==> src/rtl/indexed_queue_store_assert.svh <==
// ---------------------------------------------------------------------------
// indexed_queue_store assertion macros
// Concurrent check wrappers; they expand to nothing in synthesis builds.
// ---------------------------------------------------------------------------
`ifndef INDEXED_QUEUE_STORE_ASSERT_SVH
`define INDEXED_QUEUE_STORE_ASSERT_SVH

`ifndef SYNTHESIS

// prop must hold at every clock edge out of reset
`define IQS_ASSERT(label, clk, rst_n, prop) \
    label: assert property (@(posedge clk) disable iff (!rst_n) (prop)) \
        else $error("iqs check failed");

// cond at one edge implies prop at the next edge
`define IQS_ASSERT_NEXT(label, clk, rst_n, cond, prop) \
    label: assert property (@(posedge clk) disable iff (!rst_n) (cond) |=> (prop)) \
        else $error("iqs check failed");

`else

`define IQS_ASSERT(label, clk, rst_n, prop)
`define IQS_ASSERT_NEXT(label, clk, rst_n, cond, prop)

`endif

`endif

==> src/rtl/iqs_pkg.sv <==
// ---------------------------------------------------------------------------
// iqs_pkg
// Shared sizes, operation and status codes, and the cell control bundle.
// ---------------------------------------------------------------------------
package iqs_pkg;

    localparam int DEPTH  = 16;
    localparam int WORD_W = 32;
    localparam int POS_W  = 5;
    localparam int FILL_W = 5;
    localparam int IDX_W  = (DEPTH > 1) ? $clog2(DEPTH) : 1;
    localparam int CNT_W  = $clog2(DEPTH + 1);
    localparam int CMP_W  = (CNT_W > POS_W) ? CNT_W : POS_W;

    // transaction kinds
    localparam logic [1:0] KIND_ENQ = 2'd0;
    localparam logic [1:0] KIND_DEQ = 2'd1;
    localparam logic [1:0] KIND_INS = 2'd2;
    localparam logic [1:0] KIND_REM = 2'd3;

    // status codes
    localparam logic [1:0] ST_OK    = 2'd0;
    localparam logic [1:0] ST_EMPTY = 2'd1;
    localparam logic [1:0] ST_FULL  = 2'd2;
    localparam logic [1:0] ST_POS   = 2'd3;

    // per-cell shift commands
    localparam logic [1:0] CELL_HOLD = 2'd0;
    localparam logic [1:0] CELL_INS  = 2'd1;
    localparam logic [1:0] CELL_DEL  = 2'd2;

    typedef logic [WORD_W-1:0] word_t;

    typedef struct packed {
        logic [1:0]       op;
        logic [IDX_W-1:0] slot;
    } cell_ctrl_t;

endpackage

==> src/rtl/iqs_cell.sv <==
// ---------------------------------------------------------------------------
// iqs_cell
// One queue slot. Opens a gap (takes the left neighbor) on insert and
// closes a gap (takes the right neighbor) on remove.
// ---------------------------------------------------------------------------
module iqs_cell
    import iqs_pkg::*;
(
    input  logic             clk,
    input  cell_ctrl_t       ctrl,
    input  logic [IDX_W-1:0] idx,
    input  word_t            word_in,
    input  word_t            left,
    input  word_t            right,
    output word_t            entry
);

    word_t entry_reg;
    word_t entry_next;

    always_comb
    begin
        entry_next = entry_reg;
        case (ctrl.op)
            CELL_INS:
            begin
                if (idx > ctrl.slot)
                begin
                    entry_next = left;
                end
                else if (idx == ctrl.slot)
                begin
                    entry_next = word_in;
                end
            end
            CELL_DEL:
            begin
                if (idx >= ctrl.slot)
                begin
                    entry_next = right;
                end
            end
            default:
            begin
                entry_next = entry_reg;
            end
        endcase
    end

    always_ff @(posedge clk)
    begin
        entry_reg <= entry_next;
    end

    assign entry = entry_reg;

endmodule

==> src/rtl/indexed_queue_store.sv <==
// ---------------------------------------------------------------------------
// indexed_queue_store
// Bounded queue of 32-bit words with positional insert and remove.
// ---------------------------------------------------------------------------
// Usage:
//   Input channel (in_valid/in_ready) carries kind, value and position.
//   Output channel (out_valid/out_ready) returns one transaction per input:
//   value_out, status, is_empty and fill_count after the operation.
//   Storage is a row of DEPTH cells, slot 0 at the head; every cell
//   shifts left, right or holds in the same cycle, so any operation
//   updates the whole row at once.
//   Latency: result valid the cycle after the input is accepted.
//   Throughput: one transaction per cycle if results are taken; the output
//   register is the only stage: in_ready is high whenever it is empty or draining.
//   Receiver stall: the result is held and in_ready drops until taken.
//   Reset: fill count goes to zero, no result pending. Slot contents are
//   not cleared; only slots below the fill count are ever read.
//   Failed operations (full, empty, bad position) leave the queue as is.
// ---------------------------------------------------------------------------
`include "indexed_queue_store_assert.svh"

module indexed_queue_store
    import iqs_pkg::*;
(
    input  logic                     clk,
    input  logic                     rst_n,
    input  logic                     in_valid,
    output logic                     in_ready,
    input  logic [1:0]               kind,
    input  logic signed [WORD_W-1:0] value,
    input  logic [POS_W-1:0]         position,
    output logic                     out_valid,
    input  logic                     out_ready,
    output logic signed [WORD_W-1:0] value_out,
    output logic [1:0]               status,
    output logic                     is_empty,
    output logic [FILL_W-1:0]        fill_count
);

    logic [CNT_W-1:0]  count_reg;
    logic [CNT_W-1:0]  count_next;
    logic              out_valid_reg;
    word_t             value_out_reg;
    logic [1:0]        status_reg;
    logic              is_empty_reg;
    logic [FILL_W-1:0] fill_reg;

    word_t             entries [DEPTH];
    cell_ctrl_t        ctrl;
    cell_ctrl_t        cell_ctrl;
    logic [1:0]        status_next;
    word_t             removed;
    logic              in_accept;
    logic              full;
    logic              empty;
    logic [CMP_W-1:0]  pos_ext;
    logic [CMP_W-1:0]  cnt_ext;

    assign in_ready  = !out_valid_reg || out_ready;
    assign in_accept = in_valid && in_ready;

    assign full    = (count_reg == CNT_W'(DEPTH));
    assign empty   = (count_reg == '0);
    assign pos_ext = CMP_W'(position);
    assign cnt_ext = CMP_W'(count_reg);

    always_comb
    begin
        status_next = ST_OK;
        removed     = '0;
        ctrl.op     = CELL_HOLD;
        ctrl.slot   = '0;
        count_next  = count_reg;
        unique case (kind)
            KIND_ENQ:
            begin
                if (full)
                begin
                    status_next = ST_FULL;
                end
                else
                begin
                    ctrl.op    = CELL_INS;
                    ctrl.slot  = IDX_W'(count_reg);
                    count_next = count_reg + 1'b1;
                end
            end
            KIND_DEQ:
            begin
                if (empty)
                begin
                    status_next = ST_EMPTY;
                end
                else
                begin
                    ctrl.op    = CELL_DEL;
                    ctrl.slot  = '0;
                    count_next = count_reg - 1'b1;
                end
            end
            KIND_INS:
            begin
                if (full)
                begin
                    status_next = ST_FULL;
                end
                else if (pos_ext > cnt_ext)
                begin
                    status_next = ST_POS;
                end
                else
                begin
                    ctrl.op    = CELL_INS;
                    ctrl.slot  = IDX_W'(cnt_ext - pos_ext);
                    count_next = count_reg + 1'b1;
                end
            end
            KIND_REM:
            begin
                if (empty)
                begin
                    status_next = ST_EMPTY;
                end
                else if (pos_ext >= cnt_ext)
                begin
                    status_next = ST_POS;
                end
                else
                begin
                    ctrl.op    = CELL_DEL;
                    ctrl.slot  = IDX_W'(cnt_ext - pos_ext - 1'b1);
                    count_next = count_reg - 1'b1;
                end
            end
        endcase
        if (ctrl.op == CELL_DEL)
        begin
            removed = entries[ctrl.slot];
        end
    end

    // cells only move on an accepted transaction
    always_comb
    begin
        cell_ctrl = ctrl;
        if (!in_accept)
        begin
            cell_ctrl.op = CELL_HOLD;
        end
    end

    genvar gi;
    generate
        for (gi = 0; gi < DEPTH; gi++)
        begin : g_cell
            word_t left_w;
            word_t right_w;
            if (gi == 0)
            begin : g_first
                assign left_w = '0;
            end
            else
            begin : g_mid_l
                assign left_w = entries[gi-1];
            end
            if (gi == DEPTH - 1)
            begin : g_last
                assign right_w = '0;
            end
            else
            begin : g_mid_r
                assign right_w = entries[gi+1];
            end
            iqs_cell u_cell (
                .clk     (clk),
                .ctrl    (cell_ctrl),
                .idx     (IDX_W'(gi)),
                .word_in (value),
                .left    (left_w),
                .right   (right_w),
                .entry   (entries[gi])
            );
        end
    endgenerate

    always_ff @(posedge clk or negedge rst_n)
    begin
        if (!rst_n)
        begin
            count_reg     <= '0;
            out_valid_reg <= 1'b0;
        end
        else
        begin
            if (in_accept)
            begin
                count_reg     <= count_next;
                out_valid_reg <= 1'b1;
            end
            else if (out_ready)
            begin
                out_valid_reg <= 1'b0;
            end
        end
    end

    always_ff @(posedge clk)
    begin
        if (in_accept)
        begin
            value_out_reg <= removed;
            status_reg    <= status_next;
            is_empty_reg  <= (count_next == '0);
            fill_reg      <= FILL_W'(count_next);
        end
    end

    assign out_valid  = out_valid_reg;
    assign value_out  = value_out_reg;
    assign status     = status_reg;
    assign is_empty   = is_empty_reg;
    assign fill_count = fill_reg;

    `IQS_ASSERT(a_count_bound, clk, rst_n, count_reg <= CNT_W'(DEPTH))
    `IQS_ASSERT(a_fill_tracks, clk, rst_n, !out_valid_reg || fill_reg == FILL_W'(count_reg))
    `IQS_ASSERT(a_empty_flag, clk, rst_n, !out_valid_reg || is_empty_reg == (count_reg == '0))
    `IQS_ASSERT_NEXT(a_fail_holds, clk, rst_n, in_accept && status_next != ST_OK,
        count_reg == $past(count_reg))
    `IQS_ASSERT_NEXT(a_stall_holds, clk, rst_n, out_valid_reg && !out_ready,
        out_valid_reg && $stable(count_reg))

endmodule

==> config.mk <==
export PLATFORM = sky130hd
export DESIGN_NAME = indexed_queue_store
export DESIGN_NICKNAME = d
export VERILOG_FILES = /design/src/rtl/iqs_pkg.sv /design/src/rtl/iqs_cell.sv /design/src/rtl/indexed_queue_store.sv
export VERILOG_INCLUDE_DIRS = /design/src /design/src/rtl
export SDC_FILE = /design/constraint.sdc
export NUM_CORES = 1
export LEC_CHECK = 0
export BUFFER_PORTS_ARGS = -buffer_cell sky130_fd_sc_hd__buf_4
export CAP_MARGIN = 40
export CORE_MARGIN = 2
export CORE_UTILIZATION = 59
export CTS_BUF_LIST = sky130_fd_sc_hd__clkbuf_8
export DETAILED_ROUTE_END_ITERATION = 10
export GPL_ROUTABILITY_DRIVEN = 0
export PLACE_DENSITY_LB_ADDON = 0.08
export REMOVE_ABC_BUFFERS = 1
export SYNTH_ARGS = -nofsm -noshare
export SYNTH_HDL_FRONTEND = slang
export SYNTH_HIERARCHICAL = 1
export SYNTH_SLANG_ARGS = --single-unit
export TNS_END_PERCENT = 100
==> constraint.sdc <==
create_clock -name clk -period 8.1 [get_ports clk]
set_clock_uncertainty 0.2 [all_clocks]
set_input_delay 1.62 -clock clk [delete_from_list [all_inputs] [get_ports clk]]
set_output_delay 1.62 -clock clk [all_outputs]
set_load 0.05 [all_outputs]
==> load_flow_metrics.sql <==
INSERT INTO impl_metrics (metric_group, metric, value, unit) VALUES
('clocking', 'cts_made_buffers', '99', ''),
('clocking', 'post_cts_setup_bufs', '0', ''),
('sta', 'tightest_slew', '966', 'ps'),
('route', 'routed_wl', '118', 'mm'),
('floorplan', 'placeableCoreArea', '0.0606', 'mm2'),
('setup_path', 'start_kind', 'input pin', ''),
('sta', 'finalCritPeriodShare', '68.8', '%'),
('run', 'drv.max_cap_violation_count', '0', ''),
('yosys', 'synth_warnings', '6', ''),
('route', 'drt_iter0_drcs', '4121', ''),
('floorplan', 'num_rows', '90', ''),
('setup_path', 'cp-end-kind', 'flop', ''),
('sta', 'report.final.hold_viol_count', '0', ''),
('floorplan', 'starting_density', '59.9', '%'),
('clocking', 'cts-root-buf', 'clkbuf_8', ''),
('yosys', 'synth_edf_count', '552', ''),
('clocking', 'number_of_buffers_inserted_by_hold_repair_at_cts', '0', ''),
('clocking', 'max-clock-path-buffers', '3', ''),
('yosys', 'synth_compound_area_share', '21.4', '%'),
('yosys', 'synth_top_flop_cell', 'edfxtp_1', ''),
('yosys', 'post_synth_mux_area_share', '4.97', '%'),
('clocking', 'clock_network_latency_to_the_later_pin_of_the_worst_skew_pair', '720', 'ps'),
('floorplan', 'num_io_pins', '85', ''),
('global_route', 'first_pass_grt_wire_length', '174', 'mm'),
('setup_path', 'timing.critical_path.max_delay_family', 'adder cells', ''),
('yosys', 'synthesis.area', '0.0363', 'mm2'),
('yosys', 'ys_top_cells_by_count', 'edfxtp_1 (552), a221o_1 (481), and2_2 (480), nand2_1 (254), mux2i_1 (180)', ''),
('yosys', 'synth_top_area_share', '45.7', '%'),
('power', 'vdd_drop_max', '0.595', 'mV'),
('setup_path', 'timing.critical_path.required', '8460', 'ps'),
('sta', 'timing.slew.headroom', '35.6', '%'),
('route', 'num_vias', '28189', ''),
('placement', 'number_of_input_and_output_port_buffers_inserted', '84', ''),
('route', 'vias_per_cell', '7.02', ''),
('route', 'wl_per_cell', '29.3', 'um'),
('yosys', 'area_leader_netlist', 'edfxtp_1', ''),
('yosys', 'netlist_top_cells_area', 'edfxtp_1 (46%), a221o_1 (13%), and2_2 (9.9%), mux2i_1 (5.0%), buf_6 (3.6%)', ''),
('final_layout', 'postLayoutCoreUtil', '64.7', '%'),
('route', 'detailedRoute.firstPassIterationCount', '8', ''),
('final_layout', 'layout-area-overhead-vs-synth', '8.11', '%'),
('yosys', 'synthSimpleGateAreaFrac', '18.8', '%'),
('sta', 'finalCriticalPeriod', '5580', 'ps'),
('yosys', 'postSynthRegisterBits', '558', ''),
('final_layout', 'number_of_flip_flops_under_the_largest_register_name', '512', ''),
('yosys', 'dominant_combinational_cell_family_by_area_after_synthesis', 'compound AO/OA/AOI/OAI gates', ''),
('power', 'power-per-cell-area', '427', 'mW/mm2'),
('floorplan', 'chipWidth', '252', 'um'),
('setup_path', 'cp_slowest_stage_delay', '590', 'ps'),
('yosys', 'synth_adder_area_share', '2.68', '%'),
('global_route', 'grt_overflow', '0', ''),
('sta', 'finalSetupViolCount', '0', ''),
('sta', 'worst_setup_slack_after_layout', '2520', 'ps'),
('setup_path', 'crit_path_max_fanout', '32', ''),
('hold_path', 'min-delay-start', 'out_valid$_DFFE_PN0P_', ''),
('yosys', 'synth_xor_area_share', '0.121', '%'),
('yosys', 'synth.lib_cells_used.distinct', '72', ''),
('final_layout', 'finalInstanceArea', '0.0392', 'mm2'),
('setup_path', 'worst-endpoint-arrival', '5930', 'ps'),
('setup_path', 'crit-reg2reg-capture', 'g_cell[0].u_cell/entry[30]$_DFFE_PP_', ''),
('hold_path', 'timing.hold.worst_path_depth', '2', ''),
('clocking', 'clock_tree_from_tritoncts', 'done', ''),
('run_status', 'run_status', 'finished, final reports clean', ''),
('setup_path', 'reg2reg_slack', '2820', 'ps'),
('sta', 'grt_setup_unrepaired', 'no', ''),
('power', 'p_leak', '14.9', 'nW'),
('clocking', 'clk_pin_slew_worst_paths', '60', 'ps'),
('clocking', 'cts_htree_levels', '3', ''),
('hold_path', 'holdCritPathClass', 'flop to flop', ''),
('yosys', 'async_flop_share', '1.08', '%'),
('clocking', 'cts_resized', '0', ''),
('yosys', 'number_of_instances_in_the_synthesized_netlist', '2965', '');
## worst max-delay path by stage
stage / from / endpoint / slack [ps] / depth (start not counted)
finish: position[0] / g_cell[0].u_cell/entry[30]$_DFFE_PP_ / 2520 / 16
CTS: position[0] / g_cell[0].u_cell/entry[5]$_DFFE_PP_ / 2590 / 16
global placement: position[0] / g_cell[0].u_cell/entry[31]$_DFFE_PP_ / 1930 / 16
global route: position[0] / g_cell[15].u_cell/entry[19]$_DFFE_PP_ / 2360 / 12
detailed placement: position[0] / g_cell[0].u_cell/entry[19]$_DFFE_PP_ / 1860 / 16
floorplan: position[1] / g_cell[10].u_cell/entry[0]$_DFFE_PP_ / -1740 / 9
## area by class of cell
type	count	area (um2)	share of cell area, %
clock buffer	103	1420	3.61
antenna	2	5.00	0.0128
multi-input combinational	2231	17900	45.7
tap	782	978	2.49
inverter	82	323	0.823
sequential	558	16700	42.6
clock inverter	62	298	0.759
timing repair buffer	193	1550	3.95
## placed cells by master, fill, tap and decap left out, types with 32 or more instances in the layout
cell type  netlist  layout
edfxtp_1       552     552
buf_4           13     183
nand2_1        254     254
a21oi_1         45      45
nor2_1          64      58
nand3_1         83      83
and2_2         480     480
clkbuf_8         0     103
and2_1          34      34
a221o_2         32      32
o211ai_1        33      33
a221o_1        481     481
conb_1           2     128
mux2i_1        180     180
inv_1           77     109
ha_1            76      76
## per-layer routing
metal  wire length (um)  GRT usage [%]
met5                  9              0
met4               4250           13.8
met3              15200           9.79
met2              53400           56.9
met1              45000           48.9
## cell families after synthesis
family          after synthesis
compound gates              770
xor+xnor                      5
fa+ha+maj                    77
buf+inv                     302
flops                       558
mux                         180
other cells                   2
simple gates               1071
## where the power goes
part	leakage [nW]	total [W]	switching, W	internal [W]
clock network	0.994	0.00241	0.00122	0.00120
registers	5.19	0.00527	0.000632	0.00464
logic	8.70	0.00907	0.00552	0.00355
## worst reg2reg max path, delay by kind of cell, from the launching register on
family	cells	cell delay (ps)
buffers and inverters	5	1350
AOI/OAI and AO/OA	3	640
DFF	1	530
and+or+nand+nor	4	1030
adders and majority gates	4	1410
## stage by stage
stage          total power [W]   TNS, ps  std cells  hold slack, ps
2_1_floorplan           0.0110  -1626310       2871             350
3_3_place_gp            0.0137         0       3837             320
3_5_place_dp            0.0141         0       3846             362
4_1_cts                 0.0165         0       4011             377
5_1_grt                 0.0174         0       4013             394
6_report                0.0168         0       4013             365
Power figures use the tool's default switching activity.
